$ cat config.mk
export PLATFORM = sky130hd
export DESIGN_NAME = hsvrgb_front
export DESIGN_NICKNAME = d
export VERILOG_FILES = /design/src/rtl/core/hsv_to_rgb_pwm_macros.svh /design/src/rtl/core/hsvrgb_pkg.sv /design/src/rtl/core/hsvrgb_front.sv
export SDC_FILE = /design/constraint.sdc
export NUM_CORES = 1
export LEC_CHECK = 0
export BUFFER_PORTS_ARGS = -buffer_cell sky130_fd_sc_hd__clkbuf_2
export CAP_MARGIN = 5
export CORE_MARGIN = 2
export CORE_UTILIZATION = 53
export DETAILED_ROUTE_END_ITERATION = 6
export GPL_TIMING_DRIVEN = 0
export PLACE_DENSITY = 0.81
export SYNTH_ARGS = -nofsm -noshare
export SYNTH_HDL_FRONTEND = slang
export SYNTH_SLANG_ARGS = --single-unit
$ cat constraint.sdc
create_clock -name vclk -period 6.15
set_clock_uncertainty 0.2 [all_clocks]
set_input_delay 0.3075 -clock vclk [all_inputs]
set_output_delay 0.3075 -clock vclk [all_outputs]
set_load 0.01 [all_outputs]
$ cat src/rtl/core/hsv_to_rgb_pwm_macros.svh
// Assertion macros for the HSV to RGB PWM converter RTL; only the queue includes them.
// Define ASSERT_OFF to compile every check out to nothing.
`ifndef HSV_TO_RGB_PWM_MACROS_SVH
`define HSV_TO_RGB_PWM_MACROS_SVH
`ifndef ASSERT_OFF
`define ASSERT_ALWAYS(label, ck, rst_n, prop, msg) \
	label: assert property (@(posedge ck) disable iff (!rst_n) (prop)) else $error(msg);
`define ASSERT_NEVER(label, ck, rst_n, expr, msg) \
	label: assert property (@(posedge ck) disable iff (!rst_n) !(expr)) else $error(msg);
`else
`define ASSERT_ALWAYS(label, ck, rst_n, prop, msg)
`define ASSERT_NEVER(label, ck, rst_n, expr, msg)
`endif
`endif

$ cat src/rtl/core/hsvrgb_pkg.sv
// Shared types and constants for the HSV to RGB PWM converter.
// No dependencies.
package hsvrgb_pkg;

	// hue sectors, sixty degrees each
	localparam logic [2:0] SEC_R_TO_Y = 3'd0;
	localparam logic [2:0] SEC_Y_TO_G = 3'd1;
	localparam logic [2:0] SEC_G_TO_C = 3'd2;
	localparam logic [2:0] SEC_C_TO_B = 3'd3;
	localparam logic [2:0] SEC_B_TO_M = 3'd4;
	localparam logic [2:0] SEC_M_TO_R = 3'd5;

	localparam logic [8:0] HUE_WRAP = 9'd360;
	localparam logic [8:0] DEG_60   = 9'd60;
	localparam logic [8:0] DEG_120  = 9'd120;
	localparam logic [8:0] DEG_180  = 9'd180;
	localparam logic [8:0] DEG_240  = 9'd240;
	localparam logic [8:0] DEG_300  = 9'd300;
	localparam logic [5:0] SPAN_DEG = 6'd60;

	localparam int FAC_W = 14;
	localparam logic signed [FAC_W-1:0] FAC_FULL = 14'sd6000;
	localparam logic signed [FAC_W-1:0] FAC_PCT  = 14'sd100;
	localparam logic signed [FAC_W-1:0] FAC_DEG  = 14'sd60;

	// channel numerators over 600000
	localparam int NUM_W = 21;
	localparam logic signed [NUM_W-1:0] NUM_FULL = 21'sd6000;

	localparam int PROD_W = 38;
	localparam logic signed [PROD_W-1:0] HALF_DENOM = 38'sd300000;

	// 600000 = 64 * 9375; divide by 9375 through a reciprocal of 2^44
	localparam int PRE_SHIFT = 6;
	localparam int X_W       = 30;
	localparam int RECIP_W   = 31;
	localparam int MQ_W      = X_W + RECIP_W;
	localparam int DIV_SHIFT = 44;
	localparam int Q_W       = 17;
	localparam int REM_W     = 31;
	localparam logic [RECIP_W-1:0] RECIP_9375 = 31'd1876499844;
	localparam logic [13:0]        DIV_ODD    = 14'd9375;

	localparam int DUTY_W = 16;

	typedef struct packed {
		logic [2:0]              sector;
		logic [6:0]              value;
		logic signed [FAC_W-1:0] fac_p;
		logic signed [FAC_W-1:0] fac_q;
		logic signed [FAC_W-1:0] fac_t;
	} cls_t;

	typedef struct packed {
		logic full;
		logic empty;
	} q_stat_t;

endpackage

$ cat src/rtl/core/hsvrgb_front.sv
// Front end: accepts colour items, folds the hue into a sector and offset
// and forms the per-item channel factors. Depends on hsvrgb_pkg.
module hsvrgb_front
	import hsvrgb_pkg::*;
(
	input  logic       hsv_valid,
	output logic       hsv_stall,
	input  logic [8:0] hue,
	input  logic [6:0] saturation,
	input  logic [6:0] brightness,
	input  q_stat_t    q_stat,
	output logic       push,
	output cls_t       cls
);

	logic [8:0]  hue_w;
	logic [8:0]  base;
	logic [5:0]  rem_deg;
	logic [5:0]  rest_deg;
	logic [12:0] s_rem;
	logic [12:0] s_rest;
	logic [2:0]  sector;

	assign hsv_stall = q_stat.full;
	assign push      = hsv_valid && !q_stat.full;

	always_comb begin
		hue_w = (hue >= HUE_WRAP) ? '0 : hue;
		if (hue_w >= DEG_300) begin
			sector = SEC_M_TO_R;
			base   = DEG_300;
		end else if (hue_w >= DEG_240) begin
			sector = SEC_B_TO_M;
			base   = DEG_240;
		end else if (hue_w >= DEG_180) begin
			sector = SEC_C_TO_B;
			base   = DEG_180;
		end else if (hue_w >= DEG_120) begin
			sector = SEC_G_TO_C;
			base   = DEG_120;
		end else if (hue_w >= DEG_60) begin
			sector = SEC_Y_TO_G;
			base   = DEG_60;
		end else begin
			sector = SEC_R_TO_Y;
			base   = '0;
		end
		rem_deg  = 6'(hue_w - base);
		rest_deg = SPAN_DEG - rem_deg;
		s_rem    = {6'b0, saturation} * {7'b0, rem_deg};
		s_rest   = {6'b0, saturation} * {7'b0, rest_deg};
	end

	always_comb begin
		cls.sector = sector;
		cls.value  = brightness;
		cls.fac_p  = (FAC_PCT - signed'({7'b0, saturation})) * FAC_DEG;
		cls.fac_q  = FAC_FULL - signed'({1'b0, s_rem});
		cls.fac_t  = FAC_FULL - signed'({1'b0, s_rest});
	end

endmodule

# [Word level (Yosys, flattened, before mapping)]
# Index checks and enable logic that the tools add are counted.
[totals] register_bits=0 output_inout_bits=54 inputBits=26
[op_classes] n_lt_le_gt_ge=6 n_reduce_logical=2 multipliers=3 n_addsub=5 n_mux=11
[ops] cell="$mux 6" count=5
[ops] cell="$sub 13x13->14 const A" count=2
[ops] cell="$mul 7x6->13" count=2
[ops] cell="$ge 9x8->1 const B" count=2
[ops] cell="$ge 9x9->1 const B" count=2
[ops] cell="$mul 8x5->12 const B" count=1
[ops] cell="$ge 9x6->1 const B" count=1
[ops] cell="$ge 9x7->1 const B" count=1
[ops] cell="$mux 9" count=1
[ops] cell="$sub 7x7->8 const A" count=1
[ops] cell="$mux 3" count=2
[ops] cell="$sub 6x6->6" count=1
[ops] cell="$sub 6x6->6 const A" count=1
[ops] cell="$mux 2" count=2
[ops] cell="$logic_and 1x1->1" count=1
[ops] cell="$logic_not 1->1" count=1
[ops] cell="$mux 1" count=1

# [Depth between registers and ports, before layout]
# Gate-level depths: netlist (run 1).
[depth] depth_word=12 ltp_mapped=30

# [Least setup slack after synthesis (run 1)]
# OpenSTA, ideal clock, no wires.
[synth_timing] path_kind="input to output" from="in hue[4]" to="out cls[13] (netlist bit)" arrival_ps=6118 path_buffers=2 path_stages=28 setup_slack_ps=-476 path_cell_list="buf_2 -> o211ai_2 -> a21bo_1 -> buf_6 -> nand2_1 -> o21ai_0 -> a31o_2 -> fa_1 -> xnor2_1 -> and3b_1 -> nand3_1 -> a21o_4 -> a21oi_1 -> ha_1 -> fa_1 -> inv_1 -> fa_1 -> inv_1 -> fa_1 -> inv_1 -> ha_1 -> o21a_1 -> o21a_1 -> nand3_1 -> o2111ai_1 -> a21o_1 -> a21oi_1 -> xor2_1"
[synth_rtl] element="start, declared" line_no="hsvrgb_front.sv:8" source="input logic [8:0] hue,"
[synth_rtl] element="end, declared" line_no="hsvrgb_front.sv:13" source="output cls_t cls"

==> impl_metrics.yaml, run 1 <==
global_routing:
  grt_pass1_vias: 4547
  overflow: 0
  grt_pass1_wl_mm: 19.4
  grt_use_total_pct: 23.0
  grt_max_degree: 11
  antenna_found_initial: 0
cells_and_area:
  flops_and_latches: 0
  num-fill-cells: 646
  n_antenna_cell: 0
  clkbuf_count: 0
  nNetsFinal: 883
  drive_gt1_share_pct: 32.1
  mostFrequentLayoutCell: "inv_1"
  area_growth_pct: 28.9
  mostFrequentLayoutCells: "inv_1 (127), ha_1 (82), buf_4 (58)"
  seqCellArea_sq_um: 0
critical_path:
  path_buf_inv: 7
  crit_slowest_cell: "fa_1"
  startpoint: "hue[6]"
  worstSetupPathType: "input pin to output port"
  start_kind: "input pin"
  cp.arrival_ns: 5.98
  cpLargestDelayFamily: "adder cells"
  crit_top_cell: "fa_1"
  path_max_fanout: 5
  worst_setup_path_end_kind: "output port"
  worstPathRequired_ns: 5.64
  max_stage_delay_ns: 0.54
placed_design:
  portBuffers: 66
  dp_hpwl_mm: 8.59
  globalplace.congestion: 0.891
die:
  die_w_um: 99.1
  dieArea_sq_mm: 0.00983
  die_h_um: 99.1
  rows: 34
  ios: 80
  start_util_pct: 54.7
  coreArea_sq_mm: 0.00876
timing:
  tightest_slew_ns: 0.628
  finalSetupViolCount: 8
  holdWs_ns: 0.603
  rsz0062_at_grt: "true"
  setup_ws_ns: -0.342
  hold_violations: 0
  period_needed_ns: 6.49
  drv_slew: 0
  post-route-period-util_pct: 106
  max_freq_ghz: 0.154
  maxSlewHeadroom_pct: 58.1
routing:
  drt-initial-drc-count: 232
  vias_per_cell: 5.41
  drtPass1Iterations: 5
  antenna_left: 0
  post_drt_wl_per_cell_um: 14.5
  drc: 0
  wirelength_mm: 11.8
  vias: 4414
synthesis:
  seq_area_frac_synth_pct: 0
  synth_warnings: 0
  syn_area_per_cell_sq_um: 8.16
  syn_inst: 588
  synth_area_sq_mm: 0.00480
  ys_types: 69
cts:
  hold_buffers: 0
status:
  failed_checks: "negative setup slack"
  status: "finished, violations left"
run:
  maxCapViolations: 0
worst_hold_path:
  min_path_cells: 2
  hp-class: "input pin to output port"
  hold_start: "brightness[6]"
  hold_path_end: "cls[48]"
Yosys cell counts, drive strengths merged (3+ instances only):
master | instances | area (sq um)
inv | 132 | 495
ha | 94 | 1180
fa | 53 | 1060
nand2 | 41 | 156
a21oi | 35 | 179
and2 | 30 | 196
xnor2 | 24 | 210
nor2 | 23 | 86.3
buf | 20 | 153
xor2 | 18 | 176
o21ai | 13 | 65.1
a21o | 11 | 97.6
nand3 | 11 | 77.6
clkbuf | 8 | 30.0
o21a | 8 | 60.1
nor2b | 6 | 37.5
nand2b | 5 | 31.3
o21bai | 5 | 37.5
a21boi | 3 | 22.5
and3 | 3 | 22.5
mux2i | 3 | 30.0
metal layers:
metal / vias up / global-route usage, % / share of wire, %
li1: 2116 / - / -
met1: 2131 / 28.0 / 40
met2: 145 / 45.5 / 55
met3: 22 / 1.05 / 4.0
met4: 0 / 3.48 / 1.3
met5: - / 0 / 0
metrics by stage:
step | instance area, sq um | instances | utilization (%) | setup TNS (ns) | setup WS (ns)
floorplan | 4930 | 589 | - | -0.0170 | -0.0170
CTS | 5910 | 798 | 67.4 | -0.694 | -0.297
global route | 6180 | 816 | 70.5 | -3.99 | -0.572
detailed placement | 5400 | 763 | 61.6 | -3.31 | -0.605
finish | 6180 | 816 | 70.5 | -1.65 | -0.342
global placement | 5400 | 763 | 61.6 | -1.90 | -0.421
what timing repair did:
item,in CTS,in global routing
pin swaps,53,44
resized for setup,47,41
hold endpoints to repair,0,0
setup endpoints to repair,12,13
setup buffers,35,19
final cells by class:
class,count,area [sq um],share of cell area [%]
timing repair buffer,119,783,12.7
inverter,132,495,8.02
buffer,28,219,3.54
tap,108,135,2.19
multi-input combinational,429,4550,73.6
cell families (layout without fill, tap and decap cells):
kind of cell	after synthesis	count (layout)	synth area share, %
AOI/OAI and AO/OA	100	100	15.1
buffers and inverters	160	279	14.1
muxes	4	4	0.861
xor gates and xnor gates	42	42	8.06
adders and majority gates	147	147	46.6
and+or+nand+nor	134	134	15.1
other	1	2	0.0782
how the worst max path moves through the flow:
stage                    to  slack [ns]  cells after the start
floorplan           cls[13]       -0.02                     27
global placement    cls[13]       -0.42                     30
detailed placement  cls[12]       -0.60                     28
CTS                 cls[13]       -0.30                     29
global route        cls[13]       -0.57                     28
finish              cls[13]       -0.34                     30
Power of run 1 is left out: the tool's default activity adds up to more than one toggle a clock period on the data nets, which glitch-free logic cannot reach.
==> run 2: changes to the inputs <==
Settings changed: PLACE_DENSITY 0.81 to 0.8.
==> impl_metrics.yaml, run 2 (synthesized netlist as in run 1, its figures left out) <==
timing:
  drv_slew: 0
  max_freq_ghz: 0.155
  rsz0062_at_grt: "true"
  period_needed_ns: 6.45
  setup_ws_ns: -0.303
  finalSetupViolCount: 6
  holdWs_ns: 0.602
  tightest_slew_ns: 0.568
  hold_violations: 0
  post-route-period-util_pct: 105
  maxSlewHeadroom_pct: 62.1
global_routing:
  antenna_found_initial: 0
  grt_pass1_wl_mm: 18.3
  grt_pass1_vias: 4269
  grt_use_total_pct: 21.7
  overflow: 0
  grt_max_degree: 11
critical_path:
  start_kind: "input pin"
  crit_slowest_cell: "fa_1"
  worstPathRequired_ns: 5.64
  max_stage_delay_ns: 0.55
  worst_setup_path_end_kind: "output port"
  crit_top_cell: "fa_1"
  cp.arrival_ns: 5.95
  worstSetupPathType: "input pin to output port"
  path_max_fanout: 7
cells_and_area:
  clkbuf_count: 0
  num-fill-cells: 633
  final_area_sq_mm: 0.00611
  mostFrequentLayoutCell: "inv_1"
  flops_and_latches: 0
  area_growth_pct: 27.4
  n_antenna_cell: 0
  drive_gt1_share_pct: 32.4
  mostFrequentLayoutCells: "inv_1 (124), ha_1 (79), clkbuf_2 (56)"
  nNetsFinal: 866
  seqCellArea_sq_um: 0
placed_design:
  globalplace.congestion: 0.887
  dp_hpwl_mm: 8.47
  post-place-ws_ns: -0.621
  place_area_sq_mm: 0.00540
  portBuffers: 66
die:
  ios: 80
  coreArea_sq_mm: 0.00876
  die_h_um: 99.1
  dieArea_sq_mm: 0.00983
  start_util_pct: 54.7
  rows: 34
  die_w_um: 99.1
status:
  status: "finished, violations left"
  failed_checks: "negative setup slack"
routing:
  drc: 0
  wirelength_mm: 11.6
  post_drt_wl_per_cell_um: 14.5
  vias_per_cell: 5.44
  vias: 4344
  drt-initial-drc-count: 155
  antenna_left: 0
  drtPass1Iterations: 5
worst_hold_path:
  hp-class: "input pin to output port"
  min_path_cells: 2
run:
  maxCapViolations: 0
## run 2: cell types whose count changed in the layout (fill, tap and decap cells not counted), sizes merged
| cell | before | now |
|---|---|---|
| buf | 85 | 68 |
## run 2: layout make-up
| cell class | count | area [sq um] | area share, % |
|---|---|---|---|
| multi-input cells | 429 | 4630 | 75.7 |
| plain buffers | 27 | 210 | 3.44 |
| repair buffers | 103 | 642 | 10.5 |
| well taps | 108 | 135 | 2.21 |
| inverters | 132 | 495 | 8.11 |
## run 2: path summary, 6_finish.rpt
path	to	from
worst min-delay path	cls[43]	brightness[1]
worst max-delay path	cls[13]	hue[6]
## run 2: critical path: cells and delay by family
| family | cells | cell delay (ns) |
|---|---|---|
| adders and majority gates | 6 | 2.46 |
| xor gates and xnor gates | 1 | 0.14 |
| AOI/OAI and AO/OA | 11 | 1.98 |
| buffers and inverters | 6 | 0.52 |
| and+or+nand+nor | 4 | 0.53 |
## run 2: metal layers
metal	GRT usage, %	up-vias	share of wire, %
met1	28.1	2073	42
li1	-	2085	-
met2	40.4	163	52
met3	0.703	23	4.2
met5	0	-	0
met4	4.21	0	1.7
## run 2: repair_timing
item,CTS,global route
setup buffers,20,17
setup endpoints to repair,13,13
hold buffers,0,0
cloned,0,1
pin swaps,28,39
resized for setup,33,72
## run 2: per-stage QoR
step / TNS (ns) / cells / utilization [%]
6_report: -1.05 / 799 / 69.7
5_1_grt: -2.38 / 799 / 69.7
4_1_cts: -0.813 / 783 / 65.0
3_5_place_dp: -3.64 / 763 / 61.6
3_3_place_gp: -1.91 / 763 / 61.6
2_1_floorplan: -0.0170 / 589 / -
Power of run 2 is left out for the same reason.
