### src/rtl/core/hsv_to_rgb_pwm_macros.svh
// Assertion macros for the HSV to RGB PWM converter RTL; only the queue includes them.
// Define ASSERT_OFF to compile every check out to nothing.
`ifndef HSV_TO_RGB_PWM_MACROS_SVH
`define HSV_TO_RGB_PWM_MACROS_SVH
`ifndef ASSERT_OFF
`define ASSERT_ALWAYS(label, ck, rst_n, prop, msg) \
	label: assert property (@(posedge ck) disable iff (!rst_n) (prop)) else $error(msg);
`define ASSERT_NEVER(label, ck, rst_n, expr, msg) \
	label: assert property (@(posedge ck) disable iff (!rst_n) !(expr)) else $error(msg);
`else
`define ASSERT_ALWAYS(label, ck, rst_n, prop, msg)
`define ASSERT_NEVER(label, ck, rst_n, expr, msg)
`endif
`endif

### src/rtl/core/hsvrgb_pkg.sv
// Shared types and constants for the HSV to RGB PWM converter.
// No dependencies.
package hsvrgb_pkg;

	// hue sectors, sixty degrees each
	localparam logic [2:0] SEC_R_TO_Y = 3'd0;
	localparam logic [2:0] SEC_Y_TO_G = 3'd1;
	localparam logic [2:0] SEC_G_TO_C = 3'd2;
	localparam logic [2:0] SEC_C_TO_B = 3'd3;
	localparam logic [2:0] SEC_B_TO_M = 3'd4;
	localparam logic [2:0] SEC_M_TO_R = 3'd5;

	localparam logic [8:0] HUE_WRAP = 9'd360;
	localparam logic [8:0] DEG_60   = 9'd60;
	localparam logic [8:0] DEG_120  = 9'd120;
	localparam logic [8:0] DEG_180  = 9'd180;
	localparam logic [8:0] DEG_240  = 9'd240;
	localparam logic [8:0] DEG_300  = 9'd300;
	localparam logic [5:0] SPAN_DEG = 6'd60;

	localparam int FAC_W = 14;
	localparam logic signed [FAC_W-1:0] FAC_FULL = 14'sd6000;
	localparam logic signed [FAC_W-1:0] FAC_PCT  = 14'sd100;
	localparam logic signed [FAC_W-1:0] FAC_DEG  = 14'sd60;

	// channel numerators over 600000
	localparam int NUM_W = 21;
	localparam logic signed [NUM_W-1:0] NUM_FULL = 21'sd6000;

	localparam int PROD_W = 38;
	localparam logic signed [PROD_W-1:0] HALF_DENOM = 38'sd300000;

	// 600000 = 64 * 9375; divide by 9375 through a reciprocal of 2^44
	localparam int PRE_SHIFT = 6;
	localparam int X_W       = 30;
	localparam int RECIP_W   = 31;
	localparam int MQ_W      = X_W + RECIP_W;
	localparam int DIV_SHIFT = 44;
	localparam int Q_W       = 17;
	localparam int REM_W     = 31;
	localparam logic [RECIP_W-1:0] RECIP_9375 = 31'd1876499844;
	localparam logic [13:0]        DIV_ODD    = 14'd9375;

	localparam int DUTY_W = 16;

	typedef struct packed {
		logic [2:0]              sector;
		logic [6:0]              value;
		logic signed [FAC_W-1:0] fac_p;
		logic signed [FAC_W-1:0] fac_q;
		logic signed [FAC_W-1:0] fac_t;
	} cls_t;

	typedef struct packed {
		logic full;
		logic empty;
	} q_stat_t;

endpackage

### src/rtl/core/hsvrgb_queue.sv
// Short register queue of classified items between front and back end.
// Depends on hsvrgb_pkg and the assertion macro header.
`include "hsv_to_rgb_pwm_macros.svh"
module hsvrgb_queue
	import hsvrgb_pkg::*;
#(
	parameter int DEPTH = 4
) (
	input  logic    clk,
	input  logic    arst_n,
	input  logic    push,
	input  cls_t    din,
	input  logic    pop,
	output cls_t    head,
	output q_stat_t q_stat
);

	localparam int AW = (DEPTH > 1) ? $clog2(DEPTH) : 1;
	localparam int CW = $clog2(DEPTH + 1);

	cls_t          ent_q [DEPTH];
	logic [AW-1:0] wr_ptr_q;
	logic [AW-1:0] rd_ptr_q;
	logic [CW-1:0] cnt_q;

	assign head         = ent_q[rd_ptr_q];
	assign q_stat.full  = (cnt_q == CW'(DEPTH));
	assign q_stat.empty = (cnt_q == '0);

	function automatic logic [AW-1:0] wrap_inc(input logic [AW-1:0] p);
		return (p == AW'(DEPTH - 1)) ? '0 : p + AW'(1);
	endfunction

	always_ff @(posedge clk) begin
		if (push) begin
			ent_q[wr_ptr_q] <= din;
		end
	end

	always_ff @(posedge clk or negedge arst_n) begin
		if (!arst_n) begin
			wr_ptr_q <= '0;
			rd_ptr_q <= '0;
			cnt_q    <= '0;
		end else begin
			if (push) begin
				wr_ptr_q <= wrap_inc(wr_ptr_q);
			end
			if (pop) begin
				rd_ptr_q <= wrap_inc(rd_ptr_q);
			end
			if (push && !pop) begin
				cnt_q <= cnt_q + CW'(1);
			end else if (pop && !push) begin
				cnt_q <= cnt_q - CW'(1);
			end
		end
	end

	`ASSERT_NEVER(a_cnt_bound, clk, arst_n, cnt_q > CW'(DEPTH), "queue count above depth")
	`ASSERT_NEVER(a_pop_empty, clk, arst_n, pop && q_stat.empty, "pop from empty queue")
	`ASSERT_ALWAYS(a_cnt_up, clk, arst_n, (push && !pop) |=> (cnt_q == $past(cnt_q) + CW'(1)), "queue count lost a push")

endmodule

### config.mk
export PLATFORM = sky130hd
export DESIGN_NAME = hsvrgb_queue
export DESIGN_NICKNAME = d
export VERILOG_FILES = /design/src/rtl/core/hsvrgb_pkg.sv /design/src/rtl/core/hsvrgb_queue.sv
export VERILOG_INCLUDE_DIRS = /design/src /design/src/rtl/core
export SDC_FILE = /design/constraint.sdc
export NUM_CORES = 1
export LEC_CHECK = 0
export ABC_CLOCK_PERIOD_IN_PS = 2400
export BUFFER_PORTS_ARGS = -buffer_cell sky130_fd_sc_hd__clkbuf_2
export CAP_MARGIN = 10
export CORE_MARGIN = 2
export CORE_UTILIZATION = 51
export CTS_CLUSTER_DIAMETER = 150
export DETAILED_ROUTE_END_ITERATION = 10
export PLACE_DENSITY = 0.75
export SLEW_MARGIN = 15
export SYNTH_ARGS = -nofsm -noshare
export SYNTH_HDL_FRONTEND = slang
export SYNTH_SLANG_ARGS = --single-unit
### constraint.sdc
create_clock -name clk -period 2.4 [get_ports clk]
set_input_delay 0.12 -clock clk [delete_from_list [all_inputs] [get_ports clk]]
set_output_delay 0.12 -clock clk [all_outputs]
set_load 0.05 [all_outputs]
Word level (Yosys, flattened, before mapping)

Memories as Yosys holds them, arrays and structs flattened.
Index checks and enable logic that the tools add are counted.

Memories kept: 1
Memory bits (writable): 208
Register bits after elaboration: 7
Logic and storage cells: 23
Output and inout port bits: 54
Input bits: 56

Memories:

| memory | depth | bits a word | rd ports | clocked after memory_dff | wr ports | RTL line           | RTL |
|---|---|---|---|---|---|---|---|
| ent_q  | 4     | 52          | 1        | 0                        | 1        | hsvrgb_queue.sv:21 | `cls_t ent_q [DEPTH];` |

Equal/unequal tests: 3
Add/sub/neg operators: 4
Reductions and logical operators: 6
Mux-type cells: 6

Operators by type and width:

| kind                                              | number |
|---|---|
| two-way mux 3 bit                                 | 2 |
| adder 2 x 1 -> 2 bit (second input constant)      | 2 |
| == test 2 bit (second input constant)             | 2 |
| two-way mux 2 bit                                 | 2 |
| adder 3 x 1 -> 3 bit (second input constant)      | 1 |
| == test 3 bit (second input constant)             | 1 |
| logical NOT 3 bit                                 | 1 |
| subtractor 3 x 1 -> 3 bit (second input constant) | 1 |
| logical AND 1 bit                                 | 2 |
| logical NOT 1 bit                                 | 2 |
| two-way mux 1 bit                                 | 2 |
| nonzero test 2 bit                                | 1 |

Longest topological paths before layout

Gate-level depths: netlist of the first run.

Word-level depth: 4
Mapped depth: 7
Mapped depth without buffers: 7

Worst setup path after synthesis of the first run

OpenSTA, ideal clock, no wires.

Path type: register -> register
From: register wr_ptr_q[0]
To: memory ent_q[0][0] in the netlist's numbering (enable)
Buffers on the path: 0
Period minus slack after synthesis: 2275 ps
Required time: 1985 ps
Stages on the path, launching flop included: 4
Path slack: 125 ps
Arrival time: 1860 ps
Library setup time: 415 ps
Path through: dfrtp_1 -> inv_1 -> ha_1 -> and2_1

RTL lines:

| what                   | RTL line           | RTL |
|---|---|---|
| start, declared        | hsvrgb_queue.sv:22 | `logic [AW-1:0] wr_ptr_q;` |
| start signal, assigned | hsvrgb_queue.sv:47 | `wr_ptr_q <= wrap_inc(wr_ptr_q);` |
| end, declared          | hsvrgb_queue.sv:21 |  |

Straight into the memory's write port.

==> summary.txt, run 1 <==
Layout cells sized above 1 -> 0.399
Setup repair after global routing missed its margin -> false
TritonCTS Buffers -> 22
Number of antenna violations at the first check in global routing -> 1
Synthesized area per cell -> 25.8 sq um
Slowest library cell on the worst path -> sky130_fd_sc_hd__dfrtp_2
Starting DRC count in detailed routing -> 274
Combinational family with the most area after synthesis -> multiplexers
Area of the multi-input gates -> 1410 sq um
Critical Path Max Stage Delay -> 0.77 ns
Global-route congestion overflow total -> 0
Core Region -> 15,300 sq um
Post-synthesis instance area -> 7990 sq um
Largest voltage drop on the vdd net -> 964 uV
Count of placed standard cells in the final layout, fillers left out -> 728
Top Ports -> 110
Max Clock Freq -> 0.435 GHz
Routed Antenna Nets -> 0
Number of instances in the placed design -> 630
Kind of launch point of the worst setup path -> flip-flop
Placed wire-length estimate -> 8080 um
Filler cells -> 1,000
Power Total -> 13.3 mW
Slew of the pin with the lowest slew margin -> 0.627 ns
Synthesized-area fraction occupied by adder cells -> 0.0119
Total die area -> 16,700 sq um
Cell count after synthesis -> 309
Detailed-route via count -> 3,775
Routed len/inst -> 19.2 um
Leading cell type in the layout, fill and taps excluded -> sky130_fd_sc_hd__edfxtp_1
Overall routing resource usage -> 0.176
Buffer depth of the longest clock path -> 3
Xor and xnor area share after synthesis -> 0.00329
Effective utilization at floorplan -> 0.523
Most frequent cells in the layout -> 208 x sky130_fd_sc_hd__edfxtp_1, 109 x sky130_fd_sc_hd__clkbuf_2, 56 x sky130_fd_sc_hd__dlygate4sd3_1, 48 x sky130_fd_sc_hd__mux4_2, 23 x sky130_fd_sc_hd__clkbuf_16
H-tree depth -> 1
Final hold violation count -> 0
Max-slew violation count -> 0
Synthesized flop and latch total -> 215
DP Area -> 8800 sq um
Input/output buffers -> 109
Sequential cell area in the final layout -> 6430 sq um
1st-pass router iterations -> 4
Final setup fails -> 0
Internal power of the cells -> 8.37 mW
CTS root buf -> sky130_fd_sc_hd__clkbuf_16
Kind of critical path -> reg2out
Part of the power in registers -> 0.387
Cell area after layout -> 10,100 sq um
Largest clock skew in the final design -> 0.00710 ns
Leakage dissipation -> 3.56 nW
Post-synthesis mux area share -> 0.153
CTS tree -> done
Area growth, synth to finish -> 26.1%
Latest clock arrival within the worst-skew pair -> 0.49 ns
Wire length of the first global-routing pass -> 22,000 um
NumNets Final -> 563
Number of warnings reported in the yosys synthesis log -> 0
Final weighted congestion in routability-driven placement -> 0.724
Number of global-route vias before repair -> 4,067
Width of the die -> 129 um
Status -> completed
Clock transition at the register clock pins on the worst setup and hold paths after CTS -> 0.06 ns
Nature of the critical path endpoint -> output pin
Switching share of power -> 0.369
Sum of routed wire length over all layers -> 14,000 um
Power density normalized to cell area -> 1320 nW/um^2
Seq/Total Area, Yosys -> 0.804
Worst endpoint data arrival time -> 2.18 ns
CP Cell Sequence -> buf_4 > mux4_1 > clkbuf_2
Final min period -> 2.30 ns
Slew HR -> 0.582
Pin count of the biggest net entering global routing -> 53
P_sw -> 4.89 mW
Fraction of power consumed by the clock network -> 0.245
Required time of the worst setup path -> 2.28 ns
Num Clock Sinks -> 215
Synthesized net count -> 372
Share of the clock period used by the worst path -> 0.957
Routed vias/inst -> 5.19
Placement Rows -> 45
Type of the tightest min-delay check -> in2reg
Tightest hold margin -> 0.387 ns
Crit-path max FO -> 23
Die height -> 129 um
TNS Setup -> 0 ns
Fraction of the mapped netlist area in compound gates -> 0.00125
Cell variety after synth -> 19
Combinational group share of total power -> 0.368
Remaining routing DRC violations -> 0
Max-capacitance violation count -> 0
Simple-Gate Fraction of Synth Area -> 0.00705
==> per-stage QoR <==
stage | setup WS [ns] | utilization
4_1_cts | 0.0666 | 0.660
5_1_grt | 0.0207 | 0.660
2_1_floorplan | 0.125 | -
6_report | 0.103 | 0.660
3_5_place_dp | 0.475 | 0.577
3_3_place_gp | 0.478 | 0.577
==> power groups by stage <==
stage | combinational [mW] | sequential [mW] | clock [mW]
floorplan | 4.05 | 5.03 | 0
global placement | 4.77 | 5.21 | 0
detailed placement | 4.79 | 5.26 | 0
CTS | 4.97 | 5.15 | 3.32
global route | 5.17 | 5.20 | 3.50
finish | 4.89 | 5.14 | 3.25
==> cell usage after synthesis <==
library cell,count,share of area
sky130_fd_sc_hd__nor3_1,1,0.00063
sky130_fd_sc_hd__nand2_1,2,0.00094
sky130_fd_sc_hd__xor2_1,2,0.0022
sky130_fd_sc_hd__mux2_2,3,0.0042
sky130_fd_sc_hd__edfxtp_1,208,0.78
sky130_fd_sc_hd__buf_12,5,0.013
sky130_fd_sc_hd__buf_6,1,0.0014
sky130_fd_sc_hd__xnor2_1,1,0.0011
sky130_fd_sc_hd__mux4_1,4,0.013
sky130_fd_sc_hd__ha_1,6,0.0094
sky130_fd_sc_hd__mux4_2,48,0.14
sky130_fd_sc_hd__and2_1,4,0.0031
sky130_fd_sc_hd__dfrtp_1,7,0.022
sky130_fd_sc_hd__inv_1,4,0.0019
sky130_fd_sc_hd__nor2_1,3,0.0014
sky130_fd_sc_hd__buf_2,6,0.0038
sky130_fd_sc_hd__nor3b_1,1,0.00094
sky130_fd_sc_hd__fa_1,1,0.0025
sky130_fd_sc_hd__o21ai_0,2,0.0013
==> worst paths after layout <==
check	depth (start not counted)	startpoint	to	slack, ns
min in group asynchronous	3	arst_n	rd_ptr_q[0]$_DFFE_PN0P_	0.64
setup reg to reg	4	wr_ptr_q[0]$_DFFE_PN0P_	ent_q[0][48]$_DFFE_PP_	0.80
hold / removal	2	din[10]	ent_q[2][10]$_DFFE_PP_	0.39
hold reg to reg	1	cnt_q[2]$_DFFE_PN0P_	cnt_q[2]$_DFFE_PN0P_	0.51
max in group asynchronous	3	arst_n	rd_ptr_q[0]$_DFFE_PN0P_	1.46
setup / recovery	3	rd_ptr_q[1]$_DFFE_PN0P_	head[33]	0.10
==> layer usage <==
layer  up-vias  track usage  part of all wire
met5         -            0                 0
met4         0       0.0473             0.015
met3        19       0.0347             0.056
met2       124        0.299              0.51
met1      1929        0.237              0.42
li1       1703            -                 -
==> logic make-up (layout without fill, tap and decap cells) <==
| family | after synthesis | in the layout |
|---|---|---|
| and+or+nand+nor | 11 | 11 |
| AOI/OAI and AO/OA | 2 | 2 |
| other | 0 | 1 |
| adders and majority gates | 7 | 7 |
| buffers and inverters | 16 | 223 |
| muxes | 55 | 55 |
| xor gates and xnor gates | 3 | 3 |
| DFF | 215 | 215 |
==> sequential cells by signal (all words and copies together), names as in the netlist <==
signal and cells:
rd_ptr_q 2, ent_q 208, wr_ptr_q 2, cnt_q 3
==> critical path, delay by kind of cell, from the launching register on <==
family / cells / cell delay [ns]
muxes: 1 / 0.34
buffers and inverters: 2 / 0.57
DFF: 1 / 0.77
==> what timing repair did <==
item / in CTS / in global routing
buffers inserted: 1 / 0
setup endpoints to repair: 32 / 0
hold buffers: 56 / 0
gates resized for setup: 0 / 0
endpoints found under the hold margin: 219 / 0
==> layout make-up <==
class | count | share of cell area
Timing Repair Buffer | 179 | 0.124
Tap cell | 211 | 0.0262
Sequential cell | 215 | 0.638
Antenna cell | 1 | 0.000249
Multi-Input combinational cell | 78 | 0.140
Clock inverter | 10 | 0.00907
Clock buffer | 30 | 0.0598
Inverter | 4 | 0.00149
(Power assumes the default switching activity.)
==> run 2, diff against run 1 <==
Settings changed: CORE_UTILIZATION 51 to 38, PLACE_DENSITY 0.75 to 0.59.
==> run 2 against run 1 <==
  * Die area up 33%
  * Fmax up 3.9%
  * Non-clock buffer count increased by 2
  * Utilization down 17 points
  * Via count grew 1.4%
  * Global-route usage decreased by 4.0 points
  * Sequential power shrank 2%
  * Setup slack better by 0.087 ns
  * Sequential cell count stayed put
  * Sequential share of layout area decreased by 1.5 points
  * Largest cell class unchanged
  * Highest routed layer unchanged
==> summary.txt, run 2 (synthesis gave the netlist of run 1 again) <==
Routed Antenna Nets -> 0 (unchanged)
Final hold violation count -> 0 (unchanged)
Pin count of the biggest net entering global routing -> 55 (was 53)
Global Route met1 Usage -> 0.174 (was 0.237)
Kind of launch point of the worst setup path -> flip-flop (unchanged)
Clock transition at the register clock pins on the worst setup and hold paths after CTS -> 0.06 ns (about the same)
Layout cells sized above 1 -> 0.418 (was 0.399)
Register ranked first by flip-flop count -> ent_q (unchanged)
Sequential cell area in the final layout -> 6430 sq um (unchanged)
Kind of critical path -> reg2out (unchanged)
CP Cell Sequence -> buf_12 > mux4_1 > clkbuf_2 (was buf_4 > mux4_1 > clkbuf_2)
Input/output buffers -> 109 (unchanged)
R2R Path Start -> wr_ptr_q[0]$_DFFE_PN0P_ (unchanged)
Largest clock skew in the final design -> 0.00636 ns (was 0.00710 ns)
Overall routing resource usage -> 0.135 (was 0.176)
Routed len/inst -> 18.7 um (was 19.2 um)
Grt peak-use layer -> met2 (unchanged)
TNS Setup -> 0 ns (unchanged)
Effective utilization at floorplan -> 0.383 (was 0.523)
Buffer depth of the longest clock path -> 3 (unchanged)
Share of the clock period used by the worst path -> 0.921 (was 0.957)
Antenna fix cells -> 0 (was 1)
Status -> completed (unchanged)
Number of antenna violations at the first check in global routing -> 0 (was 1)
Sum of routed wire length over all layers -> 14,800 um (was 14,000 um)
Setup repair after global routing missed its margin -> false (unchanged)
Remaining routing DRC violations -> 0 (unchanged)
Launching element of the worst setup path -> rd_ptr_q[0]$_DFFE_PN0P_ (was rd_ptr_q[1]$_DFFE_PN0P_)
Cell area after layout -> 10,300 sq um (was 10,100 sq um)
Max-capacitance violation count -> 0 (unchanged)
Largest voltage drop on the vdd net -> 906 uV (was 964 uV)
Largest registers in the final layout -> ent_q x208, cnt_q x3 (unchanged)
Total die area -> 22,200 sq um (was 16,700 sq um)
Required time of the worst setup path -> 2.28 ns (about the same)
Type of the tightest min-delay check -> in2reg (unchanged)
Met3 track demand over resource -> 0.0294 (was 0.0347)
Filler cells -> 1,732 (was 1,000)
Final min period -> 2.21 ns (was 2.30 ns)
Number of global-route vias before repair -> 4,118 (was 4,067)
Crit-path leading delay family -> multiplexers (was flip-flops)
Top Ports -> 110 (unchanged)
Slew HR -> 0.743 (was 0.582)
Num Clock Sinks -> 215 (unchanged)
Max Clock Freq -> 0.452 GHz (was 0.435 GHz)
Leakage dissipation -> 3.63 nW (was 3.56 nW)
NumNets Final -> 566 (was 563)
Power density normalized to cell area -> 1330 nW/um^2 (was 1320 nW/um^2)
Placed wire-length estimate -> 8620 um (was 8080 um)
WP buf/inv -> 2 (unchanged)
H-tree depth -> 1 (unchanged)
Width of the die -> 149 um (was 129 um)
Wire length of the first global-routing pass -> 22,800 um (was 22,000 um)
Worst reg2reg path depth -> 4 (unchanged)
WHS Path Cells -> 2 (unchanged)
Latest clock arrival within the worst-skew pair -> 0.49 ns (about the same)
Source of the worst hold timing path -> din[30] (was din[10])
CTS root buf -> sky130_fd_sc_hd__clkbuf_16 (unchanged)
Max-slew violation count -> 0 (unchanged)
Leading cell type in the layout, fill and taps excluded -> sky130_fd_sc_hd__edfxtp_1 (unchanged)
Final weighted congestion in routability-driven placement -> 0.692 (was 0.724)
TritonCTS Buffers -> 23 (was 22)
Final setup fails -> 0 (unchanged)
Placement Rows -> 53 (was 45)
Starting DRC count in detailed routing -> 159 (was 274)
Total number of cells along the worst setup path -> 3 (unchanged)
Area growth, synth to finish -> 29.0% (was 26.1%)
Number of flip-flops in the largest register -> 208 (unchanged)
Crit-path max FO -> 16 (was 23)
DP Area -> 8910 sq um (was 8800 sq um)
Critical Path Max Stage Delay -> 0.58 ns (was 0.77 ns)
Core Region -> 20,800 sq um (was 15,300 sq um)
Detailed-route via count -> 3,828 (was 3,775)
Most frequent cells in the layout -> 208 x sky130_fd_sc_hd__edfxtp_1, 109 x sky130_fd_sc_hd__clkbuf_2, 56 x sky130_fd_sc_hd__dlygate4sd3_1, 48 x sky130_fd_sc_hd__mux4_2, 23 x sky130_fd_sc_hd__clkbuf_16 (unchanged)
Global-route congestion overflow total -> 0 (unchanged)
Gates resized, CTS repair -> 0 (unchanged)
Fraction of the core area covered by cells at the end of the flow -> 0.495 (was 0.660)
Routed vias/inst -> 4.82 (was 5.19)
1st-pass router iterations -> 4 (unchanged)
Die height -> 149 um (was 129 um)
CTS tree -> done (unchanged)
Slowest library cell on the worst path -> sky130_fd_sc_hd__mux4_1 (was sky130_fd_sc_hd__dfrtp_2)
Worst endpoint data arrival time -> 2.09 ns (was 2.18 ns)
Met2 routing resource usage after global routing -> 0.236 (was 0.299)
Slew of the pin with the lowest slew margin -> 0.386 ns (was 0.627 ns)
Nature of the critical path endpoint -> output pin (unchanged)
Area of the multi-input gates -> 1420 sq um (was 1410 sq um)
-- run 2: changes by cell type in the layout (fill, tap and decap cells not counted), sizes merged --
cell,delta
diode,-1
buf,+2
bufinv,+2
clkbuf,-6
clkinv,+3
clkinvlp,+2
-- run 2: what timing repair did --
| action | 4_1_cts | 5_1_grt |
|---|---|---|
| hold buffers | 56 | 0 |
| buffers inserted | 1 | 5 |
| setup endpoints to repair | 33 | 1 |
| endpoints found under the hold margin | 219 | 0 |
-- run 2: worst reg2reg max path: stages (launching register included) --
cell	delay, ns
sky130_fd_sc_hd__dfrtp_1	0.41
sky130_fd_sc_hd__inv_1	0.11
sky130_fd_sc_hd__ha_1	0.16
sky130_fd_sc_hd__and2_4	0.39
sky130_fd_sc_hd__buf_12	0.28
-- run 2: where the power goes --
part | switching, mW | internal, mW | leakage (nW)
combinational | 3.46 | 1.71 | 1.27
sequential | 0.203 | 4.82 | 1.99
clock | 1.35 | 2.17 | 0.373
-- run 2: per-layer routing --
layer	wire, um	vias up	share of wire
li1	-	1712	-
met1	6210	2005	0.42
met2	7590	85	0.51
met3	712	26	0.048
met4	314	0	0.021
met5	0	-	0
-- run 2: path summary, 6_finish.rpt --
check | to | slack (ns)
max | head[43] | 0.19
min | ent_q[2][30]$_DFFE_PP_ | 0.39
max reg2reg | ent_q[2][18]$_DFFE_PP_ | 0.72
min reg2reg | cnt_q[2]$_DFFE_PN0P_ | 0.49
max in group asynchronous | rd_ptr_q[0]$_DFFE_PN0P_ | 1.54
min in group asynchronous | cnt_q[0]$_DFFE_PN0P_ | 0.58
-- run 2: cell type report --
cell class | instances | area share
timing repair buffer | 181 | 0.129
clock buffer | 24 | 0.0562
clock inverter | 17 | 0.0179
multi-input combinational | 78 | 0.138
sequential | 215 | 0.624
tap | 275 | 0.0334
inverter | 4 | 0.00146
-- run 2: metrics by stage --
stage,hold WS (ns),power (mW),setup slack (ns),instances
final,0.385,13.7,0.190,794
after global routing,0.385,14.3,0.106,794
after CTS,0.355,13.9,0.0304,789
after detailed placement,-0.0251,10.2,0.398,691
after global placement,-0.0252,10.1,0.374,691
after floorplan,-0.176,9.08,0.125,309
==> run 3, diff against run 2 <==
Settings changed: MAX_ROUTING_LAYER set to met4.
==> run 3 against run 2 <==
  * Clock skew rose by 0.00075 ns
  * Global-route usage grew 0.40 points
  * Critical path depth did not move
  * Combinational power barely moved
  * Utilization is the same
  * Hold slack is essentially flat
  * Sequential share of layout area is the same
  * Sequential power is essentially flat
  * Design area is the same
  * Via count increased by 0.21%
  * Register-to-register slack about the same
  * Critical endpoint unchanged
  * Highest routed layer unchanged
==> summary.txt, run 3 (synthesis gave the netlist of run 1 again) <==
Status -> completed (unchanged)
Die height -> 149 um (unchanged)
Overall routing resource usage -> 0.139 (was 0.135)
Register ranked first by flip-flop count -> ent_q (unchanged)
Final min period -> 2.21 ns (about the same)
Max Clock Freq -> 0.452 GHz (about the same)
Core Region -> 20,800 sq um (unchanged)
Met3 track demand over resource -> 0.0269 (was 0.0294)
Nature of the critical path endpoint -> output pin (unchanged)
NumNets Final -> 566 (unchanged)
Filler cells -> 1,732 (unchanged)
Routed len/inst -> 18.6 um (was 18.7 um)
Slowest library cell on the worst path -> sky130_fd_sc_hd__mux4_1 (unchanged)
Clock transition at the register clock pins on the worst setup and hold paths after CTS -> 0.06 ns (about the same)
Kind of critical path -> reg2out (unchanged)
TNS Setup -> 0 ns (unchanged)
Launching element of the worst setup path -> rd_ptr_q[0]$_DFFE_PN0P_ (unchanged)
Reg-to-reg slack, setup -> 0.71 ns (was 0.72 ns)
Worst reg2reg path depth -> 4 (unchanged)
Fraction of the core area covered by cells at the end of the flow -> 0.495 (unchanged)
WHS Path Cells -> 2 (unchanged)
Required time of the worst setup path -> 2.28 ns (about the same)
Largest registers in the final layout -> ent_q x208, cnt_q x3 (unchanged)
Met2 routing resource usage after global routing -> 0.237 (was 0.236)
Largest voltage drop on the vdd net -> 900 uV (was 906 uV)
Leakage dissipation -> 3.63 nW (unchanged)
Critical Path Max Stage Delay -> 0.58 ns (about the same)
Source of the worst hold timing path -> din[10] (was din[30])
Number of flip-flops in the largest register -> 208 (unchanged)
TritonCTS Buffers -> 23 (unchanged)
Final setup fails -> 0 (unchanged)
Worst endpoint data arrival time -> 2.09 ns (about the same)
Max-capacitance violation count -> 0 (unchanged)
Pin count of the biggest net entering global routing -> 55 (unchanged)
Max-slew violation count -> 0 (unchanged)
Number of global-route vias before repair -> 4,122 (was 4,118)
Sequential cell area in the final layout -> 6430 sq um (unchanged)
1st-pass router iterations -> 4 (unchanged)
Power density normalized to cell area -> 1330 nW/um^2 (about the same)
Most frequent cells in the layout -> 208 x sky130_fd_sc_hd__edfxtp_1, 109 x sky130_fd_sc_hd__clkbuf_2, 56 x sky130_fd_sc_hd__dlygate4sd3_1, 48 x sky130_fd_sc_hd__mux4_2, 23 x sky130_fd_sc_hd__clkbuf_16 (unchanged)
Top Ports -> 110 (unchanged)
CP Cell Sequence -> buf_12 > mux4_1 > clkbuf_2 (unchanged)
Detailed-route via count -> 3,836 (was 3,828)
Leading cell type in the layout, fill and taps excluded -> sky130_fd_sc_hd__edfxtp_1 (unchanged)
Latest clock arrival within the worst-skew pair -> 0.49 ns (about the same)
Input/output buffers -> 109 (unchanged)
Antenna fix cells -> 0 (unchanged)
RR Endpoint -> ent_q[2][18]$_DFFE_PP_ (unchanged)
Final weighted congestion in routability-driven placement -> 0.699 (was 0.692)
Placement Rows -> 53 (unchanged)
Endpoint of the worst hold path -> ent_q[0][10]$_DFFE_PP_ (was ent_q[2][30]$_DFFE_PP_)
Type of the tightest min-delay check -> in2reg (unchanged)
Width of the die -> 149 um (unchanged)
Largest clock skew in the final design -> 0.00711 ns (was 0.00636 ns)
Share of the clock period used by the worst path -> 0.921 (about the same)
Power Total -> 13.7 mW (about the same)
Number of instances in the placed design -> 691 (unchanged)
Global-route congestion overflow total -> 0 (unchanged)
Number of antenna violations at the first check in global routing -> 0 (unchanged)
Layout cells sized above 1 -> 0.418 (unchanged)
Crit-path max FO -> 16 (unchanged)
Num Clock Sinks -> 215 (unchanged)
Global Route met1 Usage -> 0.174 (about the same)
Count of placed standard cells in the final layout, fillers left out -> 794 (unchanged)
Total die area -> 22,200 sq um (unchanged)
Area growth, synth to finish -> 29.0% (unchanged)
Sum of routed wire length over all layers -> 14,800 um (about the same)
R2R Path Start -> wr_ptr_q[0]$_DFFE_PN0P_ (unchanged)
Grt peak-use layer -> met2 (unchanged)
Routed vias/inst -> 4.83 (was 4.82)
Setup repair after global routing missed its margin -> false (unchanged)
Effective utilization at floorplan -> 0.383 (unchanged)
Area of the multi-input gates -> 1420 sq um (unchanged)
Kind of launch point of the worst setup path -> flip-flop (unchanged)
CTS root buf -> sky130_fd_sc_hd__clkbuf_16 (unchanged)
Wire length of the first global-routing pass -> 22,800 um (about the same)
CTS tree -> done (unchanged)
Placed wire-length estimate -> 8620 um (unchanged)
Slew HR -> 0.741 (was 0.743)
Slew of the pin with the lowest slew margin -> 0.389 ns (was 0.386 ns)
Final hold violation count -> 0 (unchanged)
Starting DRC count in detailed routing -> 141 (was 159)
H-tree depth -> 1 (unchanged)
Buffer depth of the longest clock path -> 3 (unchanged)
Remaining routing DRC violations -> 0 (unchanged)
Routed Antenna Nets -> 0 (unchanged)
==> run 3: repair_timing <==
item                                    4_1_cts  5_1_grt
endpoints found under the hold margin       219        0
setup buffers                                 1        5
resized for setup                             0        0
pin swaps                                     0        0
endpoints found under the setup margin       33        1
hold buffers                                 56        0
==> run 3: cell type report <==
cell class	count	share of cell area
clock inverter	17	0.0179
timing repair buffer	181	0.129
clock buffer	24	0.0562
multi-input combinational	78	0.138
inverter	4	0.00146
tap	275	0.0334
sequential	215	0.624
==> run 3: metal layers <==
| layer | share of wire | vias to the layer above |
|---|---|---|
| met4 | 0.022 | 0 |
| met5 | 0 | - |
| met3 | 0.046 | 28 |
| met1 | 0.42 | 2005 |
| li1 | - | 1711 |
| met2 | 0.51 | 92 |
==> run 3: where the power goes <==
group	internal [mW]	leakage, nW	switching, mW	total, mW
logic	1.71	1.27	3.46	5.17
registers	4.82	1.99	0.203	5.03
clock network	2.17	0.373	1.35	3.52
total	8.70	3.63	5.02	13.7
==> run 3: how the worst max path moves through the flow <==
stage,slack [ns],cells after the start,endpoint
6_report,0.19,3,head[43]
5_1_grt,0.11,3,head[43]
4_1_cts,0.03,3,head[44]
3_5_place_dp,0.40,3,head[44]
3_3_place_gp,0.37,3,head[44]
2_1_floorplan,0.12,3,ent_q[0][0]$_DFFE_PP_
==> run 3: per-stage QoR <==
stage / cell area [sq um] / worst slack, ns / hold slack, ns
floorplan: 7990 / 0.125 / -0.176
global placement: 8910 / 0.374 / -0.0252
detailed placement: 8910 / 0.398 / -0.0251
CTS: 10300 / 0.0304 / 0.355
global route: 10300 / 0.106 / 0.385
finish: 10300 / 0.190 / 0.385
==> run 3: worst max-delay path, delay by kind of cell, from the launching register on <==
family	cells	cell delay [ns]
flip-flops	1	0.54
multiplexers	1	0.58
buffers and inverters	2	0.47
